### config.mk
export PLATFORM = sky130hd
export DESIGN_NAME = rpdm_cordic
export DESIGN_NICKNAME = d
export VERILOG_FILES = /design/src/rtl/assert_macros.svh /design/src/rtl/rpdm_pkg.sv /design/src/rtl/rpdm_cordic.sv
export SDC_FILE = /design/constraint.sdc
export NUM_CORES = 1
export LEC_CHECK = 0
export BUFFER_PORTS_ARGS = -buffer_cell sky130_fd_sc_hd__buf_2
export CORE_ASPECT_RATIO = 1.2
export CORE_MARGIN = 1.5
export CORE_UTILIZATION = 65
export CTS_CLUSTER_DIAMETER = 50
export CTS_CLUSTER_SIZE = 10
export DETAILED_ROUTE_END_ITERATION = 6
export PLACE_DENSITY = 0.83
export SLEW_MARGIN = 30
export SYNTH_ARGS = -nofsm -noshare
export SYNTH_HDL_FRONTEND = slang
export SYNTH_SLANG_ARGS = --single-unit
export TNS_END_PERCENT = 10
### constraint.sdc
create_clock -name clk -period 21.1 [get_ports clk]
set_clock_uncertainty 0.15 [all_clocks]
set_input_delay 2.11 -clock clk [delete_from_list [all_inputs] [get_ports clk]]
set_output_delay 2.11 -clock clk [all_outputs]
set_load 0.005 [all_outputs]
### src/rtl/assert_macros.svh
// Assertion macros for the monitor RTL.
// Uses the including module's clk and rst_n; no other dependencies.
`ifndef ASSERT_MACROS_SVH
`define ASSERT_MACROS_SVH
`ifndef NO_ASSERTIONS
// Check a property every clock, quiet during reset.
`define RPDM_ASSERT(lbl, prop, msg) \
    lbl: assert property (@(posedge clk) disable iff (!rst_n) (prop)) else $error(msg);
// Check that a condition implies another in the next cycle.
`define RPDM_ASSERT_NEXT(lbl, ante, cons, msg) \
    lbl: assert property (@(posedge clk) disable iff (!rst_n) (ante) |=> (cons)) else $error(msg);
`else
`define RPDM_ASSERT(lbl, prop, msg)
`define RPDM_ASSERT_NEXT(lbl, ante, cons, msg)
`endif
`endif

### src/rtl/rpdm_pkg.sv
// Shared types, constants and helpers of the relative pose displacement monitor.
// No dependencies.
`timescale 1ns / 1ps
package rpdm_pkg;

    localparam int POS_W        = 32;
    localparam int ANG_W        = 16;
    localparam int OUT_W        = 32;
    localparam int TRIG_FRAC    = 14;
    localparam int TRIG_W       = TRIG_FRAC + 2;
    localparam int LTOL_W       = 31;
    localparam int ATOL_W       = 15;
    localparam int CORDIC_STEPS = 30;
    localparam int CORDIC_W     = 34;
    localparam int ITER_W       = 5;
    localparam int CORDIC_FRAC  = 30;

    localparam logic signed [CORDIC_W-1:0] CORDIC_X0 = 34'sd652032874;
    localparam logic signed [TRIG_W-1:0]   TRIG_ONE  = 16'sd16384;

    localparam logic [31:0] ARC_TABLE [CORDIC_STEPS] = '{
        32'd536870912, 32'd316933406, 32'd167458907, 32'd85004756, 32'd42667331,
        32'd21354465, 32'd10679838, 32'd5340245, 32'd2670163, 32'd1335087,
        32'd667544, 32'd333772, 32'd166886, 32'd83443, 32'd41722, 32'd20861,
        32'd10430, 32'd5215, 32'd2608, 32'd1304, 32'd652, 32'd326, 32'd163,
        32'd81, 32'd41, 32'd20, 32'd10, 32'd5, 32'd3, 32'd1};

    typedef enum logic [1:0] {
        CMD_SAMPLE = 2'd0,
        CMD_REBASE = 2'd1,
        CMD_GOAL   = 2'd2,
        CMD_NONE   = 2'd3
    } cmd_t;

    typedef enum logic [1:0] {
        DISP_KEEP    = 2'd0,
        DISP_COMPUTE = 2'd1,
        DISP_CLEAR   = 2'd2
    } disp_op_t;

    typedef struct packed {
        cmd_t                    cmd;
        logic signed [POS_W-1:0] pos_x;
        logic signed [POS_W-1:0] pos_y;
        logic signed [ANG_W-1:0] yaw_angle;
    } item_t;

    typedef struct packed {
        logic                    start;
        logic signed [ANG_W-1:0] angle;
    } cordic_req_t;

    typedef struct packed {
        logic                     busy;
        logic signed [TRIG_W-1:0] cosine;
        logic signed [TRIG_W-1:0] sine;
    } cordic_rsp_t;

    localparam int ADDR_W = 3;
    localparam logic REG_LIN_TOL = 1'b0;
    localparam logic REG_ANG_TOL = 1'b1;
    localparam logic [LTOL_W-1:0] LTOL_RESET = 31'd3277;
    localparam logic [ATOL_W-1:0] ATOL_RESET = 15'd182;

    function automatic logic signed [OUT_W-1:0] sat32(input logic signed [63:0] v);
        if (v > 64'sd2147483647)
            return 32'sh7FFFFFFF;
        else if (v < -64'sd2147483648)
            return 32'sh80000000;
        else
            return v[OUT_W-1:0];
    endfunction

    function automatic logic [OUT_W-1:0] abs32(input logic signed [OUT_W-1:0] v);
        logic signed [OUT_W:0] w;
        w = v;
        if (w < 0)
            w = -w;
        return w[OUT_W-1:0];
    endfunction

endpackage

### src/rtl/rpdm_cordic.sv
// Iterative rotation-mode CORDIC: one micro-rotation per cycle, then a final rounding step.
// Depends on rpdm_pkg.
`timescale 1ns / 1ps
module rpdm_cordic
    import rpdm_pkg::*;
(
    input  logic        clk,
    input  logic        rst_n,
    input  cordic_req_t req,
    output cordic_rsp_t rsp
);

    logic                       busy_reg, busy_next;
    logic [ITER_W-1:0]          iter_reg, iter_next;
    logic                       flip_reg, flip_next;
    logic signed [CORDIC_W-1:0] x_reg, x_next, y_reg, y_next, z_reg, z_next;
    logic signed [TRIG_W-1:0]   cos_reg, cos_next, sin_reg, sin_next;
    logic [31:0]                z32;
    logic signed [CORDIC_W-1:0] xs, ys, arc, xf, yf, xr, yr;

    function automatic logic signed [TRIG_W-1:0] clamp_one(input logic signed [CORDIC_W-1:0] v);
        if (v > CORDIC_W'(TRIG_ONE))
            return TRIG_ONE;
        else if (v < -CORDIC_W'(TRIG_ONE))
            return -TRIG_ONE;
        else
            return v[TRIG_W-1:0];
    endfunction

    always_comb
    begin
        z32  = {req.angle, {(32-ANG_W){1'b0}}};
        xs   = x_reg >>> iter_reg;
        ys   = y_reg >>> iter_reg;
        arc  = (iter_reg < ITER_W'(CORDIC_STEPS)) ? CORDIC_W'(ARC_TABLE[iter_reg]) : '0;
        xf   = flip_reg ? -x_reg : x_reg;
        yf   = flip_reg ? -y_reg : y_reg;
        xr   = (xf + CORDIC_W'(1 << (CORDIC_FRAC - TRIG_FRAC - 1))) >>> (CORDIC_FRAC - TRIG_FRAC);
        yr   = (yf + CORDIC_W'(1 << (CORDIC_FRAC - TRIG_FRAC - 1))) >>> (CORDIC_FRAC - TRIG_FRAC);

        busy_next = busy_reg;
        iter_next = iter_reg;
        flip_next = flip_reg;
        x_next    = x_reg;
        y_next    = y_reg;
        z_next    = z_reg;
        cos_next  = cos_reg;
        sin_next  = sin_reg;

        if (req.start)
        begin
            // fold the second and third quadrants by a half turn
            flip_next = (z32[31:30] == 2'b01) || (z32[31:30] == 2'b10);
            x_next    = CORDIC_X0;
            y_next    = '0;
            z_next    = CORDIC_W'($signed({z32[31] ^ flip_next, z32[30:0]}));
            iter_next = '0;
            busy_next = 1'b1;
        end
        else if (busy_reg)
        begin
            if (iter_reg == ITER_W'(CORDIC_STEPS))
            begin
                cos_next  = clamp_one(xr);
                sin_next  = clamp_one(yr);
                busy_next = 1'b0;
            end
            else
            begin
                if (z_reg >= 0)
                begin
                    x_next = x_reg - ys;
                    y_next = y_reg + xs;
                    z_next = z_reg - arc;
                end
                else
                begin
                    x_next = x_reg + ys;
                    y_next = y_reg - xs;
                    z_next = z_reg + arc;
                end
                iter_next = iter_reg + 1'b1;
            end
        end
    end

    always_ff @(posedge clk or negedge rst_n)
    begin
        if (!rst_n)
        begin
            busy_reg <= 1'b0;
            iter_reg <= '0;
            cos_reg  <= TRIG_ONE;
            sin_reg  <= '0;
        end
        else
        begin
            busy_reg <= busy_next;
            iter_reg <= iter_next;
            cos_reg  <= cos_next;
            sin_reg  <= sin_next;
        end
    end

    always_ff @(posedge clk)
    begin
        flip_reg <= flip_next;
        x_reg    <= x_next;
        y_reg    <= y_next;
        z_reg    <= z_next;
    end

    assign rsp.busy   = busy_reg;
    assign rsp.cosine = cos_reg;
    assign rsp.sine   = sin_reg;

endmodule

; ---- Word level (Yosys, flattened, before mapping)
; Memories as Yosys holds them, arrays and structs flattened.
; Cells that the tools add are included.
[totals]
inputBits = 19
output_inout_bits = 33
n_memories = 1
wordCells = 64
romBits = 1024
regBits = 141
[mem_list]
columns = name, depth, width, rd, rd_ports_with_merged_regs, write_ports, line
row1 = (no name shown), 32, 32, 1, 0, 0, rpdm_cordic.sv:35  ; arc = (iter_reg < ITER_W'(CORDIC_STEPS)) ? CORDIC_W'(ARC_TABLE[iter_reg]) : '0;
[classes]
n_reduce_logical = 5
n_shift = 2
muxes = 21
addsub = 11
bitwise_logic = 4
eq_ne = 4
magnitude_cmp = 7
[ops]
columns = op, n
row1 = two-way mux 34 bit, 8
row2 = two-way mux 32 bit, 3
row3 = "adder 34 x 17 -> 34 bit, second input constant", 2
row4 = adder 34 bit, 2
row5 = negator 34 bit, 2
row6 = >>> shifter 34 x 5 -> 34 bit, 2
row7 = subtractor 34 bit, 2
row8 = two-way mux 16 bit, 4
row9 = "greater-than comparator 18 x 16 -> 1 bit, second input constant", 2
row10 = "< comparator 18 x 15 -> 1 bit, second input constant", 2
row11 = adder 34 x 33 -> 34 bit, 1
row12 = "greater-or-equal comparator 34 x 1 -> 1 bit, second input constant", 1
row13 = subtractor 34 x 33 -> 34 bit, 1
row14 = two-way mux 5 bit, 3
row15 = "greater-or-equal comparator 6 bit, second input constant", 1
row16 = NOT 5 -> 6 bit, 1
row17 = "adder 5 x 1 -> 5 bit, second input constant", 1
row18 = "equality test 5 bit, second input constant", 1
row19 = "< comparator 5 bit, second input constant", 1
row20 = AND reduction 2 bit, 2
row21 = two-way mux 1 bit, 3
row22 = AND reduction 3 bit, 1
row23 = "equality test 2 x 1 -> 1 bit, second input constant", 1
row24 = "equality test 2 bit, second input constant", 1
row25 = other kinds (5), 6

; ---- Logic depth before layout (Yosys ltp)
; Gate-level depths: netlist of run 1.
[depth]
depth_word = 10
ltp_mapped = 32
mapped_depth_nobuf = 25

; ---- Least setup slack after synthesis of run 1
; No wires, ideal clock.
[synth_path]
path_kind = register to register
from = register iter_reg[1]
to = register z_reg[25], data pin
period_less_slack_ns = 6.635
required_ns = 20.683
path_stages_with_launch = 30
slack_ns = 14.465
setup_ns = 0.267
n_path_buf = 6
arrival_ns = 6.218
path_cell_list = dfrtp_1 > buf_2 > inv_1 > buf_2 > buf_2 > buf_2 > buf_1 > ha_1 > nand2b_1 > o21ai_0 > a211oi_1 > o21ai_0 > o21ai_0 > nand4_1 > or3b_2 > and2_1 > buf_2 > xnor2_1 > ha_1 > inv_1 > o21bai_1 > a21o_1 > a21o_1 > a21o_1 > a221o_1 > or2_2 > a311o_1 > a21oi_1 > xor2_1 > o21ai_0
[synth_between]
elab_chain_len = 10
word_cells_on_any_way = 12
classes_between = 2 x add/sub / 1 x order compare / 7 x mux / 1 x bitwise / 1 x memory
[synth_lines]
columns = item, line
row1 = from (decl), rpdm_cordic.sv:14  ; logic [ITER_W-1:0] iter_reg, iter_next;
row2 = from (signal assigned), rpdm_cordic.sv:99  ; iter_reg <= iter_next;
row3 = NOT 5 -> 6 bit (not written as such), rpdm_cordic.sv:35
row4 = memory (32 x 32 bit), --
row5 = two-way mux 32 bit (not written as such) (2 in series), rpdm_cordic.sv:35
row6 = two-way mux 32 bit (*), rpdm_cordic.sv:35
row7 = adder 34 x 33 -> 34 bit / subtractor 34 x 33 -> 34 bit (equally long branches), "rpdm_cordic.sv:80, rpdm_cordic.sv:74"
row8 = two-way mux 34 bit (*), rpdm_cordic.sv:70  ; if (z_reg >= 0)
row9 = two-way mux 34 bit (*), rpdm_cordic.sv:62  ; if (iter_reg == ITER_W'(CORDIC_STEPS))
row10 = two-way mux 34 bit (*), rpdm_cordic.sv:60  ; else if (busy_reg)
row11 = two-way mux 34 bit (*), rpdm_cordic.sv:50  ; if (req.start)
row12 = net z_next[25], rpdm_cordic.sv:16  ; logic signed [CORDIC_W-1:0] x_reg, x_next, y_reg, y_next, z_reg, z_next;
row13 = to (signal assigned), rpdm_cordic.sv:110  ; z_reg <= z_next;
row14 = to (decl), rpdm_cordic.sv:16
; The timed path passes the listed nets; every way through them passes the cells marked *. The select of a mux whose other input is x is not followed.
; A chain may end at the register's enable or synchronous reset.

; ---- Worst setup path in the final report of run 1
[layout_path]
from = register iter_reg[2]
to = register x_reg[32]
[layout_between]
elab_chain_len = 3
word_cells_on_any_way = 7
classes_between = 2 x add/sub / 1 x eq/ne / 1 x shift / 1 x mux / 1 x bitwise / 1 x reduce/logical
[layout_lines]
columns = item, line
row1 = >>> shifter 34 x 5 -> 34 bit / equality test 5 bit (equally long branches), "rpdm_cordic.sv:34, rpdm_cordic.sv:62"
row2 = adder 34 bit (tied with other cells), rpdm_cordic.sv:78  ; x_next = x_reg + ys;
row3 = two-way mux 34 bit / AND reduction 2 bit (equally long branches), --
row4 = to (signal assigned), rpdm_cordic.sv:108  ; x_reg <= x_next;
row5 = to (decl), rpdm_cordic.sv:16
; Several ways; a longest one is shown, not always the timed one.

==> results of run 1 <==
synth_stat cells (all sizes together) (14+ instances only):
master	n	area, sq um
a211oi	35	290
a21o	49	368
a21oi	203	1020
a22oi	24	180
a31oi	32	200
and2	21	131
and3	24	150
buf	76	475
clkbuf	112	420
dfrtp	37	926
dfxtp	84	1680
edfxtp	19	571
ha	112	1400
inv	72	270
mux2	38	432
mux2i	67	674
mux4	62	1450
nand2	327	1230
nand2b	29	181
nand3	72	365
nand4	22	138
nor2	180	683
nor2b	26	163
nor3	53	282
nor4	15	93.8
o211ai	31	238
o21a	19	143
o21ai	174	875
o21bai	14	105
o22ai	19	119
o31ai	34	255
or3	21	131
xnor2	146	1280
xor2	86	753
tightest hold or removal path, stage by stage, from the launching register on:
cell     delay, ps
dfxtp_1        320
nand2_1         50
a21oi_1         50
path summary, 6_finish.rpt:
check / start / end / slack [ps] / depth (start not counted)
hold / removal: z_reg[7]$_SDFFE_PP0P_ / z_reg[7]$_SDFFE_PP0P_ / 310 / 2
min in group asynchronous: rst_n / sin_reg[0]$_DFFE_PN0P_ / 1440 / 1
max in group asynchronous: rst_n / cos_reg[14]$_DFFE_PN1P_ / 18780 / 2
setup / recovery: iter_reg[2]$_DFFE_PN0P_ / x_reg[32]$_SDFFE_PP0P_ / 13350 / 19
setup reg to reg: iter_reg[2]$_DFFE_PN0P_ / x_reg[32]$_SDFFE_PP0P_ / 13350 / 19
hold reg to reg: z_reg[7]$_SDFFE_PP0P_ / z_reg[7]$_SDFFE_PP0P_ / 310 / 2
per-stage QoR:
step | hold WS (ps) | cell area, sq um | total power [mW] | setup slack (ps)
finish | 312 | 20400 | 4.01 | 13350
global route | 326 | 20400 | 4.32 | 12900
CTS | 311 | 20400 | 3.91 | 13500
detailed placement | 301 | 19800 | 3.57 | 13560
global placement | 295 | 19800 | 3.48 | 13780
floorplan | 286 | 19700 | 2.92 | 14460
layout make-up:
| cell class | count | area, sq um |
|---|---|---|
| Inverter | 74 | 278 |
| Sequential cell | 141 | 3220 |
| Timing Repair Buffer | 79 | 500 |
| Tap cell | 390 | 488 |
| Multi-Input combinational cell | 2149 | 15300 |
| Clock buffer | 20 | 437 |
| Clock inverter | 12 | 139 |
| Fill cell | 2463 | 9310 |
layer usage:
layer | GRT usage (%) | vias up
met5 | 0 | -
met4 | 33.6 | 0
met3 | 9.37 | 375
met2 | 71.1 | 1279
met1 | 51.4 | 9478
li1 | - | 9286
report_power, final:
part           switching, mW  internal [mW]
Combinational           1.75           1.32
Clock                  0.143          0.175
Sequential             0.236          0.384
logic make-up after synthesis:
| group | synth area share (%) |
|---|---|
| multiplexers | 13.0 |
| flip-flops | 16.3 |
| XOR/XNOR | 10.4 |
| AND/OR/NAND/NOR | 20.9 |
| adder cells (fa/ha/maj) | 7.43 |
| AO/OA/AOI/OAI | 26.0 |
| buffers and inverters | 5.96 |
==> impl_metrics.tcl, run 1 <==
set metrics [dict create \
    cts.sinks 141 \
    final_common_cell "nand2_1" \
    async_flop_share_pct 27.0 \
    avgRoutedWirePerCell_um 24.5 \
    worstSetupStartpointType "flip-flop" \
    slew_headroom_pct 31.1 \
    power.density_nw_per_um2 197 \
    dieArea_sq_um 31300 \
    fmax_ghz 0.129 \
    clockRootBuffer "clkbuf_16" \
    io_buffers 51 \
    avgSynthCellArea_sq_um 7.71 \
    synth_seq_cells 141 \
    rows 69 \
    power_leakage_nw 8.35 \
    post_route_cells_drive_above_1_share_pct 9.94 \
    ctsResizeCount 0 \
    placeableCoreArea_sq_um 29700 \
    globalRouteOverflowTotal 0 \
    cp_data_arrival_time_ps 7900 \
    clk_path_buf_depth 2 \
    synthFlopType "dfxtp_1" \
    drv_cap 0 \
    worst-path-max-fanout 81 \
    drtIter0Drc 2447 \
    worst_slew_pin_slew_ps 1020 \
    path_delay_family "compound AO/OA/AOI/OAI gates" \
    yosysUniqueCellTypes 111 \
    wl_met3_mm 6.98 \
    final_cells 2865 \
    die-width_um 162 \
    fin_util_pct 68.6 \
    grt_max_degree 82 \
    hold_class "reg -> reg" \
    cp.required_ps 21250 \
    min_period_ps 7750 \
    path_cells "buf_4 > nor2_1 > a22oi_1 > and2_1 > a221oi_1 > nand4_1 > o21ai_0 > xnor2_1 > ha_1 > a21oi_1 > nand2_1 > o21ai_0 > o21ai_0 > a21oi_1 > a21oi_1 > o41a_1 > a221oi_1 > xor2_1 > o21ai_0" \
    ctsHoldBuffers 0 \
    critPathSlowestCell "dfrtp_4" \
    syn_nets 2686 \
    seq_area_frac_synth_pct 16.3 \
    grt_pass1_wl_mm 108 \
    cpMostUsedCell "o21ai_0" \
    met1_length_mm 25.5 \
    met2_length_mm 31.7 \
    clk_pin_slew_ps 70 \
    slew_viol_final 0 \
    insertion_delay_ps 460 \
    yosysWarningCount 0 \
    post_cts_buffers 0 \
    finalCritPeriodShare_pct 36.7 \
    h-tree-depth 4 \
    critPathKind "reg -> reg" \
    start_util_pct 66.3 \
    fin_nets 2596 \
    syn2layout_area_growth_pct 3.59 \
    grt_pass1_vias 19500 \
    antenna_found_initial 0 \
    wirelength_mm 70.1 \
    most-common-layout-cells "325 x nand2_1, 201 x a21oi_1, 178 x nor2_1" \
    vias_per_cell 7.13 \
    endpoint_kind "flip-flop" \
    antennaDiodeCount 0 \
    setup_viol_count_final 0 \
    drc 0 \
    tns_ps 0 \
    rsz0062_at_grt "no" \
    cts_tree "built" \
    critPathBufInv 1 \
    status "finished, final reports clean" \
    peakVddDrop_mv 0.147 \
    io_pins 52 \
    cts_buffers 17 \
    finalHoldViolations 0 \
    gp_congestion 1.11 \
    vias 20400 \
    final_antenna_net_count 0 \
    dp.cells 2832 \
    dp_hpwl_mm 50.3 \
    gr-usage-all-layers_pct 44.3 \
    synth_edf_count 19 \
    dr.pass1.iters 6 \
    syn_inst 2552 \
    max_stage_delay_ps 810 \
    synth_area_sq_um 19700 \
    top_layer_used "met4" \
    die_h_um 194 \
]
No activity file was read; power rests on OpenSTA's default activity.
==> run 2: changes to the inputs <==
==> constraint.sdc (replaced) <==
create_clock -name clk -period 7.6 [get_ports clk]
set_clock_uncertainty 0.15 [all_clocks]
set_input_delay 0.76 -clock clk [delete_from_list [all_inputs] [get_ports clk]]
set_output_delay 0.76 -clock clk [all_outputs]
set_load 0.005 [all_outputs]
==> run 2 against run 1 <==
Against the previous run:
- the run now ends with DRC left
- hold slack better by 2.5 ps
- critical path type unchanged
- via count up 3.0%
- utilization up 1.0 points
- die area unchanged
- maximum frequency up 8.8%
- setup slack worse by 13000 ps
==> impl_metrics.tcl, run 2 (synthesized netlist as in run 1, its figures left out) <==
set metrics [dict create \
    globalRouteOverflowTotal 0 \
    final_cells 2904 \
    antenna_found_initial 0 \
    die_h_um 194 \
    io_pins 52 \
    worstSetupStartpointType "flip-flop" \
    drc 4 \
    post_cts_buffers 0 \
    vias_per_cell 7.24 \
    antennaDiodeCount 0 \
    setup_viol_count_final 0 \
    clk_pin_slew_ps 70 \
    cp.required_ps 7790 \
    gr-usage-all-layers_pct 46.4 \
    power_leakage_nw 8.55 \
    grt_pass1_wl_mm 113 \
    worst-path-max-fanout 60 \
    fmax_ghz 0.140 \
    drtIter0Drc 2800 \
    ctsResizeCount 0 \
    critPathKind "reg -> reg" \
    start_util_pct 66.3 \
    clockRootBuffer "clkbuf_16" \
    cp_data_arrival_time_ps 7310 \
    most-common-layout-cells "326 x nand2_1, 201 x a21oi_1, 178 x nor2_1" \
    h-tree-depth 4 \
    path_cells "buf_12 > mux4_2 > nor2_1 > a221oi_1 > nor2_1 > a211oi_1 > a21oi_1 > ha_1 > inv_1 > nand2_1 > xnor2_1 > ha_1 > a21o_1 > a21oi_1 > nor2b_1 > o21ai_0 > o21ai_0 > a21oi_1 > a21oi_1 > o41a_1 > a221oi_1 > xor2_1 > o21ai_0" \
    worst_slew_pin_slew_ps 1010 \
    final_common_cell "nand2_1" \
    dp_slack_ps 677 \
    fin_nets 2635 \
    syn2layout_area_growth_pct 5.16 \
    multiInputGateArea_sq_um 15300 \
    regArea_sq_um 3220 \
    dp_hpwl_mm 53.3 \
    finalHoldViolations 0 \
    power.density_nw_per_um2 550 \
    rsz0062_at_grt "no" \
    min_period_ps 7120 \
    endpoint_kind "flip-flop" \
    tns_ps 0 \
    drv_cap 0 \
    timing.final.ws_setup_ps 478 \
    avgRoutedWirePerCell_um 25.3 \
    cts_buffers 17 \
    fillers 2385 \
    finalCritPeriodShare_pct 93.7 \
    postPlaceCellArea_sq_um 20100 \
    placeableCoreArea_sq_um 29700 \
    slew_viol_final 0 \
    dp.cells 2871 \
    stdcell_area_sq_um 20700 \
    gp_congestion 1.17 \
    grt_pass1_vias 20300 \
    slew_headroom_pct 32.4 \
    dr.pass1.iters 7 \
    peakVddDrop_mv 0.442 \
    status "finished, violations left" \
    post_route_cells_drive_above_1_share_pct 11.4 \
    cts_tree "built" \
    violations "DRC" \
    hold_class "reg -> reg" \
    dieArea_sq_um 31300 \
    max_stage_delay_ps 900 \
    final_antenna_net_count 0 \
    io_buffers 51 \
    critPathSlowestCell "dfrtp_4" \
    cts.sinks 141 \
    die-width_um 162 \
    wirelength_mm 73.4 \
    rows 69 \
    cpMostUsedCell "a21oi_1" \
    insertion_delay_ps 460 \
    clk_path_buf_depth 2 \
    grt_max_degree 69 \
    vias 21000 \
]
run 2: per-stage QoR:
step | power (mW) | hold WS [ps] | util [%]
finish | 11.4 | 314 | 69.7
floorplan | 8.09 | 286 | -
global route | 12.2 | 328 | 69.7
detailed placement | 10.0 | 302 | 67.6
global placement | 9.73 | 293 | 67.6
CTS | 11.0 | 312 | 69.6
run 2: final cells by class:
class	count	share of cell area (%)
multi-input combinational	2149	74.1
inverter	74	1.34
clock inverter	13	0.798
timing repair buffer	118	3.75
clock buffer	19	2.09
sequential	141	15.5
tap	390	2.36
run 2: timing repair:
item / 4_1_cts / 5_1_grt
endpoints found under the setup margin: 0 / 0
endpoints found under the hold margin: 5 / 0
hold buffers: 1 / 0
run 2: final timing paths:
| path | from | endpoint | slack, ps | depth (start not counted) |
|---|---|---|---|---|
| worst max register to register | iter_reg[0]$_DFFE_PN0P_ | x_reg[32]$_SDFFE_PP0P_ | 480 | 23 |
| min in group asynchronous | rst_n | sin_reg[1]$_DFFE_PN0P_ | 490 | 2 |
| worst min register to register | z_reg[4]$_SDFFE_PP0P_ | z_reg[4]$_SDFFE_PP0P_ | 310 | 2 |
| max in group asynchronous | rst_n | iter_reg[2]$_DFFE_PN0P_ | 6000 | 3 |
| worst min-delay path | z_reg[4]$_SDFFE_PP0P_ | z_reg[4]$_SDFFE_PP0P_ | 310 | 2 |
| worst max-delay path | iter_reg[0]$_DFFE_PN0P_ | x_reg[32]$_SDFFE_PP0P_ | 480 | 23 |
run 2: worst max-delay path, delay by kind of cell, from the launching register on:
family                     cells  cell delay [ps]
and+or+nand+nor                4              320
DFF                            1              900
AOI/OAI and AO/OA             12             3630
xor gates and xnor gates       2              420
muxes                          1              400
adders and majority gates      2              630
buffers and inverters          2              430
run 2: where the power goes:
group          internal, mW  switching (mW)
sequential             1.06           0.581
clock                 0.519           0.406
combinational          3.74            5.08
run 2: routing by layer:
layer  track usage, %  part of all wire (%)  vias up
met5                0                     0        -
met4             35.0                   9.0        0
met3             11.7                    11      401
met2             75.3                    45     1454
met1             52.3                    35     9798
li1                 -                     -     9379
