## src/rtl/assert_macros.svh

```systemverilog
// Assertion macros for the monitor RTL.
// Uses the including module's clk and rst_n; no other dependencies.
`ifndef ASSERT_MACROS_SVH
`define ASSERT_MACROS_SVH
`ifndef NO_ASSERTIONS
// Check a property every clock, quiet during reset.
`define RPDM_ASSERT(lbl, prop, msg) \
    lbl: assert property (@(posedge clk) disable iff (!rst_n) (prop)) else $error(msg);
// Check that a condition implies another in the next cycle.
`define RPDM_ASSERT_NEXT(lbl, ante, cons, msg) \
    lbl: assert property (@(posedge clk) disable iff (!rst_n) (ante) |=> (cons)) else $error(msg);
`else
`define RPDM_ASSERT(lbl, prop, msg)
`define RPDM_ASSERT_NEXT(lbl, ante, cons, msg)
`endif
`endif

```

## src/rtl/rpdm_pkg.sv

```systemverilog
// Shared types, constants and helpers of the relative pose displacement monitor.
// No dependencies.
`timescale 1ns / 1ps
package rpdm_pkg;

    localparam int POS_W        = 32;
    localparam int ANG_W        = 16;
    localparam int OUT_W        = 32;
    localparam int TRIG_FRAC    = 14;
    localparam int TRIG_W       = TRIG_FRAC + 2;
    localparam int LTOL_W       = 31;
    localparam int ATOL_W       = 15;
    localparam int CORDIC_STEPS = 30;
    localparam int CORDIC_W     = 34;
    localparam int ITER_W       = 5;
    localparam int CORDIC_FRAC  = 30;

    localparam logic signed [CORDIC_W-1:0] CORDIC_X0 = 34'sd652032874;
    localparam logic signed [TRIG_W-1:0]   TRIG_ONE  = 16'sd16384;

    localparam logic [31:0] ARC_TABLE [CORDIC_STEPS] = '{
        32'd536870912, 32'd316933406, 32'd167458907, 32'd85004756, 32'd42667331,
        32'd21354465, 32'd10679838, 32'd5340245, 32'd2670163, 32'd1335087,
        32'd667544, 32'd333772, 32'd166886, 32'd83443, 32'd41722, 32'd20861,
        32'd10430, 32'd5215, 32'd2608, 32'd1304, 32'd652, 32'd326, 32'd163,
        32'd81, 32'd41, 32'd20, 32'd10, 32'd5, 32'd3, 32'd1};

    typedef enum logic [1:0] {
        CMD_SAMPLE = 2'd0,
        CMD_REBASE = 2'd1,
        CMD_GOAL   = 2'd2,
        CMD_NONE   = 2'd3
    } cmd_t;

    typedef enum logic [1:0] {
        DISP_KEEP    = 2'd0,
        DISP_COMPUTE = 2'd1,
        DISP_CLEAR   = 2'd2
    } disp_op_t;

    typedef struct packed {
        cmd_t                    cmd;
        logic signed [POS_W-1:0] pos_x;
        logic signed [POS_W-1:0] pos_y;
        logic signed [ANG_W-1:0] yaw_angle;
    } item_t;

    typedef struct packed {
        logic                    start;
        logic signed [ANG_W-1:0] angle;
    } cordic_req_t;

    typedef struct packed {
        logic                     busy;
        logic signed [TRIG_W-1:0] cosine;
        logic signed [TRIG_W-1:0] sine;
    } cordic_rsp_t;

    localparam int ADDR_W = 3;
    localparam logic REG_LIN_TOL = 1'b0;
    localparam logic REG_ANG_TOL = 1'b1;
    localparam logic [LTOL_W-1:0] LTOL_RESET = 31'd3277;
    localparam logic [ATOL_W-1:0] ATOL_RESET = 15'd182;

    function automatic logic signed [OUT_W-1:0] sat32(input logic signed [63:0] v);
        if (v > 64'sd2147483647)
            return 32'sh7FFFFFFF;
        else if (v < -64'sd2147483648)
            return 32'sh80000000;
        else
            return v[OUT_W-1:0];
    endfunction

    function automatic logic [OUT_W-1:0] abs32(input logic signed [OUT_W-1:0] v);
        logic signed [OUT_W:0] w;
        w = v;
        if (w < 0)
            w = -w;
        return w[OUT_W-1:0];
    endfunction

endpackage

```

## src/rtl/rpdm_front.sv

```systemverilog
// Front end: accepts input words, classifies the command, holds a two-entry queue.
// Depends on rpdm_pkg.
`timescale 1ns / 1ps
module rpdm_front
    import rpdm_pkg::*;
(
    input  logic        clk,
    input  logic        rst_n,
    input  logic        s_axis_tvalid,
    output logic        s_axis_tready,
    input  logic [79:0] s_axis_tdata,   // pos_x, pos_y, yaw_angle
    input  logic [1:0]  s_axis_tuser,   // command
    output logic        q_valid,
    output item_t       q_item,
    input  logic        q_pop
);

    item_t      slot_reg [2];
    logic       wr_ptr_reg, wr_ptr_next;
    logic       rd_ptr_reg, rd_ptr_next;
    logic [1:0] count_reg, count_next;
    logic       push;
    item_t      in_item;

    always_comb
    begin
        in_item.pos_x     = s_axis_tdata[31:0];
        in_item.pos_y     = s_axis_tdata[63:32];
        in_item.yaw_angle = s_axis_tdata[79:64];
        unique case (s_axis_tuser)
            2'd0:    in_item.cmd = CMD_SAMPLE;
            2'd1:    in_item.cmd = CMD_REBASE;
            2'd2:    in_item.cmd = CMD_GOAL;
            default: in_item.cmd = CMD_NONE;
        endcase
    end

    assign s_axis_tready = (count_reg != 2'd2);
    assign push          = s_axis_tvalid && s_axis_tready;
    assign q_valid       = (count_reg != 2'd0);
    assign q_item        = slot_reg[rd_ptr_reg];

    always_comb
    begin
        wr_ptr_next = push ? ~wr_ptr_reg : wr_ptr_reg;
        rd_ptr_next = q_pop ? ~rd_ptr_reg : rd_ptr_reg;
        count_next  = count_reg + {1'b0, push} - {1'b0, q_pop};
    end

    always_ff @(posedge clk or negedge rst_n)
    begin
        if (!rst_n)
        begin
            wr_ptr_reg <= 1'b0;
            rd_ptr_reg <= 1'b0;
            count_reg  <= 2'd0;
        end
        else
        begin
            wr_ptr_reg <= wr_ptr_next;
            rd_ptr_reg <= rd_ptr_next;
            count_reg  <= count_next;
        end
    end

    always_ff @(posedge clk)
    begin
        if (push)
            slot_reg[wr_ptr_reg] <= in_item;
    end

endmodule

```

## config.mk

```make
export PLATFORM = sky130hd
export DESIGN_NAME = rpdm_front
export DESIGN_NICKNAME = d
export VERILOG_FILES = /design/src/rtl/assert_macros.svh /design/src/rtl/rpdm_pkg.sv /design/src/rtl/rpdm_front.sv
export SDC_FILE = /design/constraint.sdc
export NUM_CORES = 1
export LEC_CHECK = 0
export BUFFER_PORTS_ARGS = -buffer_cell sky130_fd_sc_hd__buf_2
export CAP_MARGIN = 10
export CELL_PAD_IN_SITES_DETAIL_PLACEMENT = 0
export CELL_PAD_IN_SITES_GLOBAL_PLACEMENT = 1
export CORE_MARGIN = 2
export CORE_UTILIZATION = 48
export DETAILED_ROUTE_END_ITERATION = 10
export MAX_ROUTING_LAYER = met4
export PLACE_DENSITY_LB_ADDON = 0.1
export SETUP_SLACK_MARGIN = 0.5
export SLEW_MARGIN = 5
export SYNTH_ARGS = -nofsm -noshare
export SYNTH_HDL_FRONTEND = slang
export SYNTH_SLANG_ARGS = --single-unit
```

## constraint.sdc

```tcl
create_clock -name clk -period 9.1 [get_ports clk]
set_clock_uncertainty 0.05 [all_clocks]
set_input_delay 0 -clock clk [delete_from_list [all_inputs] [get_ports clk]]
set_output_delay 0 -clock clk [all_outputs]
set_load 0.02 [all_outputs]
```

## Yosys cells after proc, flatten, opt, wreduce, memory -nomap -nowiden

Memory sizes are Yosys's and may differ from the RTL's.
Cells that the tools add are included.

- Bits in registers: 4
- RAM bits: 164
- Input bits: 86
- Output and inout port bits: 84
- Logic and storage cells: 17
- Memories: 1

- $add $sub $neg: 2
- Equality and inequality tests: 3
- Muxes and demuxes: 3
- Bitwise logic cells: 2
- Reductions and logical operators: 3

Memory list:

| memory | depth | width | read ports | clocked after memory_dff | write ports | line | text |
|---|---|---|---|---|---|---|---|
| slot_reg | 2 | 82 | 1 | 0 | 1 | rpdm_front.sv:18 | `item_t slot_reg [2];` |

Operators by type and width:

| kind | count |
|---|---|
| 2-bit case mux with 3 select lines | 1 |
| 2-bit by 1-bit adder with 2-bit output | 1 |
| 2-bit by 1-bit == test with 1-bit output (second input constant) | 1 |
| 2-bit == test (second input constant) | 1 |
| 2-bit zero test | 1 |
| 1-bit two-way mux | 2 |
| 2-bit inequality test (second input constant) | 1 |
| 1-bit inverter | 2 |
| 2-bit nonzero test | 1 |
| 2-bit by 1-bit subtractor with 2-bit output | 1 |
| 1-bit logical AND | 1 |

## Depth between registers and ports, before layout

Gate-level depths: netlist (run 1).

- Depth after elaboration: 4
- Depth in mapped cells: 5
- Gate-level depth less buffers: 5

## Worst setup path before layout (run 1)

No wires, ideal clock.

- Path type: register to register
- Start: register count_reg[0]
- End: memory slot_reg[0][0] (netlist name) (enable)
- Setup time: 523 ps
- Data arrival time: 4,205 ps
- Required time: 8,527 ps
- Path slack: 4,322 ps
- Cell stages (with the launch flop): 4
- Period minus slack after synthesis: 4,778 ps
- Cells stage by stage: dfrtp_1 nand2b_1 nand2_1 nor2_1

- Cells in the longest elaborated chain, start to end: 4

Ends and longest elaborated chain:

| element | line | text |
|---|---|---|
| start: declaration | rpdm_front.sv:21 | `logic [1:0] count_reg, count_next;` |
| start signal: assignment | rpdm_front.sv:62 | `count_reg <= count_next;` |
| 2-bit inequality test | rpdm_front.sv:38 | `assign s_axis_tready = (count_reg != 2'd2);` |
| named net s_axis_tready | rpdm_front.sv:10 | `output logic s_axis_tready,` |
| 1-bit logical AND | rpdm_front.sv:39 | `assign push = s_axis_tvalid && s_axis_tready;` |
| 1-bit two-way mux | rpdm_front.sv:68 | `if (push)` |
| 1-bit two-way mux (implied by the code) | rpdm_front.sv:69 | `slot_reg[wr_ptr_reg] <= in_item;` |
| end: declaration | rpdm_front.sv:18 |  |

The timed path passes the listed nets, and every way through them passes these cells.

==> reports/qor_table.md, run 1 <==
| Stage | Result | Reported |
|---|---|---|
| critical path | Maximum net fanout on the critical path | 42 |
| floorplan | Chip Height | 120.1 um |
| critical path | Arrival time worst endpoint | 2.69 ns |
| global route | Global-route usage over all layers | 17.08% |
| sta | Min Tclk post-route | 2.743 ns |
| floorplan | Die span in x | 120.1 um |
| drt | Number of nets with antenna violations after detailed routing | 0 |
| sta | Number of hold violations in the final report | 0 |
| sta | Actual slew at the worst max-slew pin | 1.095 ns |
| clock tree | H-Tree Depth | 4 |
| floorplan | Row cnt | 42 |
| power | Int Power | 1.919 mW |
| outcome | Outcome | finished, final reports clean |
| placed design | Sum of net half-perimeters after detailed placement | 6791 um |
| critical path | Cell count along the critical path | 3 |
| global route | Via count of the first global-routing pass | 3,482 |
| placed design | Count of buffers inserted at the top-level ports | 169 |
| synthesis | Yosys reg bits | 168 |
| power | Reported net switching power | 0.8585 mW |
| critical path | Length in cells of the worst reg-to-reg path | 4 |
| clock tree | Cell at the root of the clock tree | sky130_fd_sc_hd__clkbuf_16 |
| final layout | Fin cells | 729 |
| critical path | Required time of the worst setup path | 9.05 ns |
| min path | Cells on Worst Hold Path | 2 |
| drt | Average wire per cell in the routed design | 15.88 um |
| final layout | Layout overhead on the synthesized area | 36.91% |
| critical path | Worst flop-to-flop path endpoint | slot_reg[0][57]$_DFFE_PP_ |
| drt | Drt first-iter violations | 172 |
| critical path | Reg2Reg Setup Slack | 6.98 ns |
| critical path | CP startpoint | rd_ptr_reg$_DFFE_PN0P_ |
| sta | Max Slew Vio Count | 0 |
| floorplan | Starting density of the core | 49.06% |
| drt | DRC errors left | 0 |
| critical path | Cell breakdown of the critical path | buf_4 -> mux2_2 -> buf_2 |
| critical path | Type of destination of the critical path | primary output |
| floorplan | Core box area | 13,190 um2 |
| placed design | Placer Congestion | 0.6953 |
| synthesis | Post-synthesis area per instance | 23.62 um2 |
| sta | Setup-failing EPs final | 0 |
| clock tree | Number of gates given a new drive strength after cts | 0 |
| power | Maximum vdd ir drop | 0.2658 mV |
| global route | Remaining global-route overflow | 0 |
| clock tree | Clock latency on the worst-skew pair | 0.42 ns |
| drt | Drt pass-1 iters | 4 |
| power | PwrDens | 313.5 nW/um2 |
| final layout | Most used cells in the layout excluding fill and tap cells | 169 x sky130_fd_sc_hd__buf_2, 164 x sky130_fd_sc_hd__edfxtp_1, 86 x sky130_fd_sc_hd__dlygate4sd3_1, 70 x sky130_fd_sc_hd__mux2_4, 17 x sky130_fd_sc_hd__clkbuf_16 |
| critical path | Count of buffering cells on the critical path with inverters included | 2 |
| power | Post-layout power | 2.777 mW |
| power | Part of the total power dissipated in sequential elements | 41.5% |
| critical path | Critical Path Max Stage Delay | 0.90 ns |
| sta | Maximum clock rate | 0.3645 GHz |
| global route | Pin count of the biggest net entering global routing | 83 |
| global route | Wire length of the first global-routing pass | 17,440 um |
| critical path | Worst setup path category | flop to primary output |
| drt | Number of vias after detailed routing | 3,374 |
| power | Clock power share | 25.3% |
| sta | Setup_tns | 0 ns |
| synthesis | Area of the mapped netlist | 6471 um2 |
| final layout | Largest register FFs | 164 |
| final layout | Post-layout net count | 627 |
| min path | Type of the tightest min-delay check | input port to flop |
| clock tree | Clock Sink Count | 168 |
| drt | Per-cell via count in the routed design | 4.628 |
| placed design | Number of cells after detailed placement | 611 |
| synthesis | Warnings, synthesis | 0 |
| sta | Post-route clock period utilization | 30.15% |
| global route | Number of antenna violations at the first check in global routing | 0 |
| power | Switching share of power | 30.91% |
| flow run | Reported max-cap violation count | 0 |
| power | Combinational Power Share | 33.2% |
| clock tree | CTS clock-pin slew for the worst setup and hold paths | 0.06 ns |
| critical path | Reg-to-Reg Start | count_reg[0]$_DFF_PN0_ |
| drt | Routed Wire Length | 11,580 um |
| synthesis | Sequential element share of the synthesized area | 77.65% |
| critical path | Family with the most delay on the worst path | flip-flops |
| synthesis | Net Count, Synth | 361 |
| final layout | Total inserted antenna cells | 0 |
| synthesis | Distinct cells, synth | 19 |
| critical path | Worst setup SP type | flop |
| sta | Rel. slew slack | 27.01% |
| critical path | Critical Path Slowest Stage Cell | sky130_fd_sc_hd__dfrtp_4 |
| clock tree | Max Root-Sink Buffers | 2 |
| synthesis | Post-synthesis cell count | 274 |
| final layout | Layout cells sized above 1 | 51.90% |
| sta | Setup repair after global routing missed its margin | false |
| final layout | Leading cell type in the layout, fill and taps excluded | sky130_fd_sc_hd__buf_2 |
| floorplan | Ports | 170 |
| clock tree | Number of buffers created by CTS | 17 |
| floorplan | Die area | 14,430 um2 |
| power | Leakage | 3.554 nW |
| clock tree | Clock tree from TritonCTS | built |
| critical path | Crit path to | q_item[0] |
[layout make-up]
cell class                 count  area [um2]
clock buffer                  18       429.2
clock inverter                14       157.7
fill                         935        4330
multi-input combinational     95        1295
sequential                   168        5029
tap                          176       220.2
timing repair buffer         258        1729
[synthesized netlist by cell type]
cell,n,area [um2]
sky130_fd_sc_hd__a21bo_1,1,10.01
sky130_fd_sc_hd__edfxtp_1,164,4925
sky130_fd_sc_hd__nand2_1,1,3.750
sky130_fd_sc_hd__xnor2_1,3,26.28
sky130_fd_sc_hd__buf_6,1,11.26
sky130_fd_sc_hd__or2_2,1,6.260
sky130_fd_sc_hd__buf_12,7,140.1
sky130_fd_sc_hd__nand2b_1,1,6.260
sky130_fd_sc_hd__dfrtp_1,4,100.1
sky130_fd_sc_hd__mux2_4,70,1051
sky130_fd_sc_hd__ha_1,1,12.51
sky130_fd_sc_hd__buf_2,1,5.000
sky130_fd_sc_hd__mux2_2,12,135.1
sky130_fd_sc_hd__nor2_1,1,3.750
sky130_fd_sc_hd__clkbuf_1,2,7.510
sky130_fd_sc_hd__xor2_1,1,8.760
sky130_fd_sc_hd__and3_1,1,6.260
sky130_fd_sc_hd__nor3b_1,1,7.510
sky130_fd_sc_hd__a21oi_1,1,5.000
[cell families after synthesis]
| logic type | share of synthesized area, % |
|---|---|
| flip-flops | 77.65 |
| multiplexers | 18.33 |
| buffers and inverters | 2.533 |
| AO/OA/AOI/OAI | 0.2320 |
| AND/OR/NAND/NOR | 0.5222 |
| XOR/XNOR | 0.5415 |
| adder cells (fa/ha/maj) | 0.1933 |
[how the worst min path moves through the flow]
stage | to | startpoint
after global routing | slot_reg[0][47]$_DFFE_PP_ | s_axis_tdata[63]
after floorplan | count_reg[0]$_DFF_PN0_ | rst_n
after CTS | slot_reg[0][12]$_DFFE_PP_ | s_axis_tdata[76]
after detailed placement | count_reg[0]$_DFF_PN0_ | rst_n
after global placement | count_reg[0]$_DFF_PN0_ | rst_n
final | slot_reg[1][13]$_DFFE_PP_ | s_axis_tdata[77]
[through the flow]
stage | worst slack [ns] | util (%) | instance area, um2 | hold WS [ns]
floorplan | 4.322 | - | 6471 | -0.3456
global placement | 6.772 | 56.19 | 7412 | -0.2415
detailed placement | 6.778 | 56.19 | 7412 | -0.2396
CTS | 6.310 | 67.17 | 8860 | 0.2236
global route | 6.222 | 67.17 | 8860 | 0.2452
finish | 6.357 | 67.17 | 8860 | 0.2484
[what timing repair did]
action,in CTS,in global routing
setup buffers,0,0
setup endpoints to repair,0,0
hold buffers,86,0
endpoints found under the hold margin,172,0
[power groups by stage]
stage	Clock [mW]	Combinational, mW	Sequential, mW
2_1_floorplan	0	0.760	1.12
3_3_place_gp	0	0.904	1.16
3_5_place_dp	0	0.906	1.17
4_1_cts	0.719	0.937	1.16
5_1_grt	0.751	0.980	1.17
6_report	0.702	0.922	1.15
[per-layer routing]
layer,part of all wire (%),global-route usage [%],vias to the layer above
li1,-,-,1619
met1,41,19.59,1628
met2,52,27.95,107
met3,5.1,4.515,20
met4,2.5,8.382,0
met5,0,-,-
Power figures use the tool's default switching activity.
==> inputs of run 2 (changes only) <==
--- a/config.mk
+++ b/config.mk
@@ -10,7 +10,7 @@
 export CELL_PAD_IN_SITES_DETAIL_PLACEMENT = 0
 export CELL_PAD_IN_SITES_GLOBAL_PLACEMENT = 1
 export CORE_MARGIN = 2
-export CORE_UTILIZATION = 48
+export CORE_UTILIZATION = 45
 export DETAILED_ROUTE_END_ITERATION = 10
 export MAX_ROUTING_LAYER = met4
 export PLACE_DENSITY_LB_ADDON = 0.1
==> constraint.sdc (replaced) <==
create_clock -name clk -period 2.55 [get_ports clk]
set_clock_uncertainty 0.05 [all_clocks]
set_input_delay 0 -clock clk [delete_from_list [all_inputs] [get_ports clk]]
set_output_delay 0 -clock clk [all_outputs]
set_load 0.02 [all_outputs]
==> run 2 against run 1 <==
  * Sequential power increased to 3.5 times the previous value
  * Non-clock buffer count is 5 higher
  * Critical endpoint unchanged
  * Largest power group unchanged
  * Combinational power rose to 3.8 times the previous value
  * Critical path type unchanged
  * Flip-flop and latch count unchanged
  * Clock-buffer cell count rose by 2
  * Worst setup slack got worse by 5.7 ns
  * First-iteration DRC count decreased by 19%
  * Design area up 1.4%
==> reports/qor_table.md, run 2 (same netlist as run 1, synthesis figures left out) <==
| Stage | Result | Reported | Change |
|---|---|---|---|
| floorplan | Die span in x | 123.9 um | was 120.1 um |
| power | Part of the total power dissipated in sequential elements | 39.4% | was 41.5% |
| sta | Setup-failing EPs final | 0 | unchanged |
| sta | Min Tclk post-route | 1.903 ns |  |
| sta | Hold Slack | 0.2490 ns | was 0.2484 ns |
| critical path | Cell count along the critical path | 3 | unchanged |
| clock tree | Post-CTS setup buffer count | 0 | unchanged |
| floorplan | Core box area | 13,990 um2 | was 13,190 um2 |
| power | Switching share of power | 30.09% | was 30.91% |
| drt | Number of vias after detailed routing | 3,403 | was 3,374 |
| final layout | Most used cells in the layout excluding fill and tap cells | 169 x sky130_fd_sc_hd__buf_2, 164 x sky130_fd_sc_hd__edfxtp_1, 86 x sky130_fd_sc_hd__dlygate4sd3_1, 70 x sky130_fd_sc_hd__mux2_4, 17 x sky130_fd_sc_hd__clkbuf_16 | unchanged |
| final layout | Largest register FFs | 164 | unchanged |
| critical path | Length in cells of the worst reg-to-reg path | 3 | was 4 |
| global route | Number of antenna violations at the first check in global routing | 0 | unchanged |
| sta | Post-route clock period utilization | 74.64% |  |
| sta | Number of hold violations in the final report | 0 | unchanged |
| placed design | Placer Congestion | 0.7215 | was 0.6953 |
| placed design | Dpl ws | 0.8143 ns | was 6.778 ns |
| power | Combinational Power Share | 34.5% | was 33.2% |
| critical path | Worst flop-to-flop path endpoint | slot_reg[1][62]$_DFFE_PP_ | was slot_reg[0][57]$_DFFE_PP_ |
| global route | Wire length of the first global-routing pass | 17,280 um | was 17,440 um |
| placed design | Sum of net half-perimeters after detailed placement | 7515 um | was 6791 um |
| clock tree | Max Root-Sink Buffers | 2 | unchanged |
| global route | Pin count of the biggest net entering global routing | 46 | was 83 |
| final layout | Post-layout net count | 632 | was 627 |
| floorplan | Row cnt | 43 | was 42 |
| drt | Average wire per cell in the routed design | 15.75 um | was 15.88 um |
| critical path | Arrival time worst endpoint | 1.85 ns | was 2.69 ns |
| final layout | Total inserted antenna cells | 0 | unchanged |
| clock tree | Clock tree from TritonCTS | built | unchanged |
| critical path | Critical Path Slowest Stage Cell | sky130_fd_sc_hd__dfrtp_4 | unchanged |
| final layout | Filler Cells Inserted | 1,022 | was 935 |
| power | Reported net switching power | 3.064 mW | was 0.8585 mW |
| sta | Actual slew at the worst max-slew pin | 0.6058 ns | was 1.095 ns |
| global route | Remaining global-route overflow | 0 | unchanged |
| critical path | Count of buffering cells on the critical path with inverters included | 2 | unchanged |
| final layout | Layout cells sized above 1 | 52.06% | was 51.90% |
| floorplan | Starting density of the core | 46.26% | was 49.06% |
| floorplan | Ports | 170 | unchanged |
| sta | Post-layout worst setup margin | 0.6466 ns | was 6.357 ns |
| floorplan | Chip Height | 123.9 um | was 120.1 um |
| critical path | Crit path to | q_item[0] | unchanged |
| critical path | Reg2Reg Setup Slack | 0.83 ns | was 6.98 ns |
| final layout | Sequential cell area | 5029 um2 | unchanged |
| clock tree | Clock Sink Count | 168 | unchanged |
| critical path | Family with the most delay on the worst path | flip-flops | unchanged |
| critical path | Reg-to-Reg Start | count_reg[0]$_DFF_PN0_ | unchanged |
| final layout | Layout overhead on the synthesized area | 38.88% | was 36.91% |
| power | Leakage | 3.617 nW | was 3.554 nW |
| outcome | Outcome | finished, final reports clean | unchanged |
| drt | Drt pass-1 iters | 4 | unchanged |
| final layout | Total area of multi-input combinational cells | 1310 um2 | was 1295 um2 |
| sta | Maximum clock rate | 0.5254 GHz |  |
| critical path | Maximum net fanout on the critical path | 19 | was 42 |
| final layout | Final core utilization | 64.25% | was 67.17% |
| critical path | Worst setup SP type | flop | unchanged |
| power | Clock power share | 26.1% | was 25.3% |
| critical path | Worst setup path category | flop to primary output | unchanged |
| drt | Drt first-iter violations | 139 | was 172 |
| global route | Via count of the first global-routing pass | 3,519 | was 3,482 |
| clock tree | Clock latency on the worst-skew pair | 0.41 ns | was 0.42 ns |
| sta | Setup_tns | 0 ns | unchanged |
| power | PwrDens | 1133 nW/um2 | was 313.5 nW/um2 |
| global route | Global-route usage over all layers | 16.10% | was 17.08% |
| critical path | CP startpoint | rd_ptr_reg$_DFFE_PN0P_ | unchanged |
| power | Maximum vdd ir drop | 0.6787 mV | was 0.2658 mV |
| placed design | Count of buffers inserted at the top-level ports | 169 | unchanged |
| drt | DRC errors left | 0 | unchanged |
| clock tree | CTS clock-pin slew for the worst setup and hold paths | 0.06 ns | about the same |
| clock tree | H-Tree Depth | 4 | unchanged |
| critical path | Type of destination of the critical path | primary output | unchanged |
| drt | Routed Wire Length | 11,610 um | was 11,580 um |
| clock tree | Number of buffers created by CTS | 17 | unchanged |
| sta | Setup repair after global routing missed its margin | false | unchanged |
| floorplan | Die area | 15,360 um2 | was 14,430 um2 |
| critical path | Critical Path Max Stage Delay | 0.63 ns | was 0.90 ns |
| sta | Max Slew Vio Count | 0 | unchanged |
| min path | Type of the tightest min-delay check | input port to flop | unchanged |
| sta | Rel. slew slack | 59.61% | was 27.01% |
| power | Int Power | 7.118 mW | was 1.919 mW |
| final layout | Leading cell type in the layout, fill and taps excluded | sky130_fd_sc_hd__buf_2 | unchanged |
| drt | Per-cell via count in the routed design | 4.617 | was 4.628 |
| drt | Number of nets with antenna violations after detailed routing | 0 | unchanged |
| critical path | Cell breakdown of the critical path | buf_6 -> mux2_2 -> buf_2 | was buf_4 -> mux2_2 -> buf_2 |
| flow run | Reported max-cap violation count | 0 | unchanged |
| critical path | Required time of the worst setup path | 2.50 ns | was 9.05 ns |
| clock tree | Cell at the root of the clock tree | sky130_fd_sc_hd__clkbuf_16 | unchanged |
run 2: changes by cell type in the layout (fill, tap and decap cells not counted), sizes merged:
cell / before / now
bufinv: 3 / 5
clkbuf: 18 / 20
clkinv: 8 / 5
buf: 172 / 177
clkinvlp: 3 / 1
run 2: worst reg2reg max path, cell delays in order (launching register included):
cell and delay (ns):
sky130_fd_sc_hd__dfrtp_1 0.38, sky130_fd_sc_hd__nand2b_4 0.16, sky130_fd_sc_hd__and3_4 0.45, sky130_fd_sc_hd__buf_4 0.35
run 2: area by class of cell:
class / instances / share of cell area, %
Timing Repair Buffer: 263 / 20.12
Multi-Input combinational cell: 95 / 14.58
Clock buffer: 20 / 4.859
Tap cell: 180 / 2.506
Clock inverter: 11 / 1.991
Sequential cell: 168 / 55.95
run 2: through the flow:
step | power [mW] | area (um2) | cells
floorplan | 6.703 | 6495 | 274
global placement | 7.494 | 7507 | 620
detailed placement | 7.543 | 7507 | 620
CTS | 10.32 | 8984 | 737
global route | 10.66 | 8987 | 737
finish | 10.18 | 8987 | 737
run 2: what timing repair did:
item,in CTS,in global routing
hold buffers,86,0
gates resized for setup,0,1
hold endpoints to repair,172,0
endpoints found under the setup margin,0,2
run 2: routing by layer:
metal	global-route usage [%]	vias up	wire length, um
met1	17.52	1658	4617
li1	-	1624	-
met2	27.68	104	6186
met5	-	-	0
met3	4.258	17	593
met4	7.374	0	210
run 2: worst min path at each step:
| stage | start | endpoint | slack [ns] | cells after the start |
|---|---|---|---|---|
| 4_1_cts | s_axis_tdata[25] | slot_reg[0][73]$_DFFE_PP_ | 0.23 | 2 |
| 3_3_place_gp | rst_n | count_reg[0]$_DFF_PN0_ | -0.24 | 1 |
| 3_5_place_dp | rst_n | count_reg[1]$_DFF_PN0_ | -0.23 | 1 |
| 2_1_floorplan | rst_n | count_reg[0]$_DFF_PN0_ | -0.35 | 0 |
| 5_1_grt | s_axis_tdata[61] | slot_reg[1][45]$_DFFE_PP_ | 0.24 | 2 |
| 6_report | s_axis_tdata[28] | slot_reg[0][76]$_DFFE_PP_ | 0.25 | 2 |
run 2: power by group through the flow:
stage / Sequential (mW) / Combinational, mW / Clock, mW
detailed placement: 4.08 / 3.47 / 0
CTS: 4.02 / 3.58 / 2.72
global placement: 4.04 / 3.45 / 0
floorplan: 3.97 / 2.74 / 0
global route: 4.07 / 3.75 / 2.84
finish: 4.01 / 3.51 / 2.66
==> inputs of run 3 (changes only) <==
==> constraint.sdc (replaced) <==
create_clock -name clk -period 1.9 [get_ports clk]
set_clock_uncertainty 0.05 [all_clocks]
set_input_delay 0 -clock clk [delete_from_list [all_inputs] [get_ports clk]]
set_output_delay 0 -clock clk [all_outputs]
set_load 0.02 [all_outputs]
==> run 3 against run 2 <==
  * Final cell count rose by 4.7%
  * Sequential power rose by 32%
  * Hold slack improved by 0.0036 ns
  * Utilization rose by 4.3 points
  * Combinational power rose by 72%
  * Power rose by 43%
  * Flip-flop and latch count did not move
  * Sequential share of layout area fell by 3.5 points
  * Design area rose by 6.7%
  * Non-clock buffer count rose by 34
  * Critical path type unchanged
  * Critical endpoint is now q_item[32]
  * Largest cell class unchanged
  * Highest routed layer unchanged
==> reports/qor_table.md, run 3 (same netlist as run 1, synthesis figures left out) <==
| Stage | Result | Reported | Change |
|---|---|---|---|
| placed design | Number of cells after detailed placement | 619 | was 620 |
| final layout | Most used cells in the layout excluding fill and tap cells | 166 x sky130_fd_sc_hd__buf_2, 164 x sky130_fd_sc_hd__edfxtp_1, 86 x sky130_fd_sc_hd__dlygate4sd3_1, 71 x sky130_fd_sc_hd__mux2_4, 28 x sky130_fd_sc_hd__clkbuf_16 | was 169 x sky130_fd_sc_hd__buf_2, 164 x sky130_fd_sc_hd__edfxtp_1, 86 x sky130_fd_sc_hd__dlygate4sd3_1, 70 x sky130_fd_sc_hd__mux2_4, 17 x sky130_fd_sc_hd__clkbuf_16 |
| global route | Via count of the first global-routing pass | 3,496 | was 3,519 |
| final layout | Total area of multi-input combinational cells | 1316 um2 | was 1310 um2 |
| placed design | Placer Congestion | 0.7100 | was 0.7215 |
| critical path | Worst setup path category | flop to primary output | unchanged |
| final layout | Total inserted antenna cells | 0 | unchanged |
| final layout | Layout cells sized above 1 | 55.24% | was 52.06% |
| sta | Min Tclk post-route | 1.735 ns |  |
| global route | Remaining global-route overflow | 0 | unchanged |
| final layout | Layout overhead on the synthesized area | 48.24% | was 38.88% |
| critical path | Count of buffering cells on the critical path with inverters included | 2 | unchanged |
| floorplan | Core box area | 13,990 um2 | unchanged |
| global route | Number of antenna violations at the first check in global routing | 0 | unchanged |
| sta | Setup-failing EPs final | 0 | unchanged |
| clock tree | CTS clock-pin slew for the worst setup and hold paths | 0.06 ns | about the same |
| critical path | Type of destination of the critical path | primary output | unchanged |
| floorplan | Ports | 170 | unchanged |
| floorplan | Row cnt | 43 | unchanged |
| final layout | Filler Cells Inserted | 966 | was 1,022 |
| outcome | Outcome | finished, final reports clean | unchanged |
| clock tree | Clock tree from TritonCTS | built | unchanged |
| power | PwrDens | 1518 nW/um2 | was 1133 nW/um2 |
| critical path | Critical Path Slowest Stage Cell | sky130_fd_sc_hd__dfrtp_4 | unchanged |
| global route | Global-route usage over all layers | 16.46% | was 16.10% |
| floorplan | Starting density of the core | 46.26% | unchanged |
| sta | Maximum clock rate | 0.5764 GHz |  |
| global route | Wire length of the first global-routing pass | 17,570 um | was 17,280 um |
| clock tree | Clock Sink Count | 168 | unchanged |
| sta | Rel. slew slack | 83.39% | was 59.61% |
| drt | Average wire per cell in the routed design | 17.14 um | was 15.75 um |
| sta | Actual slew at the worst max-slew pin | 0.2492 ns | was 0.6058 ns |
| floorplan | Chip Height | 123.9 um | unchanged |
| clock tree | Number of buffers created by CTS | 17 | unchanged |
| global route | Pin count of the biggest net entering global routing | 34 | was 46 |
| drt | Number of nets with antenna violations after detailed routing | 0 | unchanged |
| drt | Number of vias after detailed routing | 3,551 | was 3,403 |
| drt | Drt pass-1 iters | 4 | unchanged |
| clock tree | Clock latency on the worst-skew pair | 0.41 ns | about the same |
| critical path | Worst setup SP type | flop | unchanged |
| critical path | Arrival time worst endpoint | 1.68 ns | was 1.85 ns |
| critical path | Family with the most delay on the worst path | flip-flops | unchanged |
| drt | DRC errors left | 0 | unchanged |
| drt | Per-cell via count in the routed design | 4.600 | was 4.617 |
| placed design | Count of buffers inserted at the top-level ports | 169 | unchanged |
| floorplan | Die span in x | 123.9 um | unchanged |
| sta | Number of hold violations in the final report | 0 | unchanged |
| floorplan | Die area | 15,360 um2 | unchanged |
| flow run | Reported max-cap violation count | 0 | unchanged |
| critical path | Cell breakdown of the critical path | buf_16 -> mux2_4 -> buf_2 | was buf_6 -> mux2_2 -> buf_2 |
| critical path | Required time of the worst setup path | 1.85 ns | was 2.50 ns |
| drt | Routed Wire Length | 13,230 um | was 11,610 um |
| sta | Setup repair after global routing missed its margin | true | was false |
| clock tree | Cell at the root of the clock tree | sky130_fd_sc_hd__clkbuf_16 | unchanged |
| final layout | Post-layout net count | 666 | was 632 |
| power | Leakage | 3.891 nW | was 3.617 nW |
| final layout | Fin cells | 772 | was 737 |
| clock tree | Max Root-Sink Buffers | 2 | unchanged |
| power | Maximum vdd ir drop | 0.7453 mV | was 0.6787 mV |
| sta | Max Slew Vio Count | 0 | unchanged |
| final layout | Sequential cell area | 5029 um2 | unchanged |
| min path | Type of the tightest min-delay check | input port to flop | unchanged |
| drt | Drt first-iter violations | 202 | was 139 |
| clock tree | H-Tree Depth | 4 | unchanged |
| placed design | Sum of net half-perimeters after detailed placement | 7177 um | was 7515 um |
| sta | Setup_tns | 0 ns | unchanged |
| critical path | Critical Path Max Stage Delay | 0.54 ns | was 0.63 ns |
| sta | Post-route clock period utilization | 91.31% |  |
| critical path | Maximum net fanout on the critical path | 33 | was 19 |
| final layout | Largest register FFs | 164 | unchanged |
| final layout | Leading cell type in the layout, fill and taps excluded | sky130_fd_sc_hd__buf_2 | unchanged |
## run 3: path summary, 6_finish.rpt
| path | from | endpoint | slack, ns | cells past startpoint |
|---|---|---|---|---|
| hold / removal | s_axis_tuser[0] | slot_reg[0][80]$_DFFE_PP_ | 0.25 | 2 |
| setup / recovery | rd_ptr_reg$_DFFE_PN0P_ | q_item[32] | 0.17 | 3 |
| setup reg to reg | count_reg[1]$_DFF_PN0_ | slot_reg[0][52]$_DFFE_PP_ | 0.42 | 5 |
| hold reg to reg | wr_ptr_reg$_DFFE_PN0P_ | wr_ptr_reg$_DFFE_PN0P_ | 0.53 | 1 |
| min in group asynchronous | rst_n | wr_ptr_reg$_DFFE_PN0P_ | 0.44 | 3 |
| max in group asynchronous | rst_n | rd_ptr_reg$_DFFE_PN0P_ | 1.17 | 3 |
## run 3: layout make-up
cell class / count / share of cell area (%)
clock buffers: 18 / 4.474
clock inverters: 14 / 1.383
multi-input cells: 95 / 13.72
flip-flops and latches: 168 / 52.42
well taps: 180 / 2.348
repair buffers: 297 / 25.66
## run 3: metrics by stage
step           power, mW  cell area, um2  hold WS [ns]  utilization (%)  setup slack (ns)
4_1_cts            13.95            9150        0.2342            65.41            0.1403
2_1_floorplan      8.997            6495       -0.3456                -           -0.4116
3_5_place_dp       10.20            7537       -0.2348            53.88            0.3896
3_3_place_gp       10.14            7537       -0.2326            53.88            0.4190
5_1_grt            15.21            9593        0.2437            68.58            0.1101
6_report           14.57            9593        0.2525            68.58            0.1650
## run 3: metal layers
metal	wire length, um	GRT usage, %
met1	5447	18.76
met3	638	4.075
met5	0	-
met4	176	6.742
met2	6966	27.95
## run 3: power by group
group	switching [mW]	internal, mW	leakage (nW)
clock network	1.33	1.91	0.261
logic	2.96	3.07	2.06
registers	0.235	5.06	1.57
## run 3: worst register-to-register path: stages (launching register included)
cell and delay, ns:
sky130_fd_sc_hd__dfrtp_1 0.42, sky130_fd_sc_hd__nand2b_4 0.11, sky130_fd_sc_hd__nand2_4 0.07, sky130_fd_sc_hd__nor2_4 0.21, sky130_fd_sc_hd__buf_6 0.18, sky130_fd_sc_hd__clkbuf_16 0.16
## run 3: repair_timing
action / CTS / global route
pin swaps: 1 / 2
cloned: 3 / 16
endpoints found under the hold margin: 171 / 0
setup endpoints to repair: 220 / 246
hold buffers: 86 / 0
setup buffers: 8 / 8
resized for setup: 15 / 10
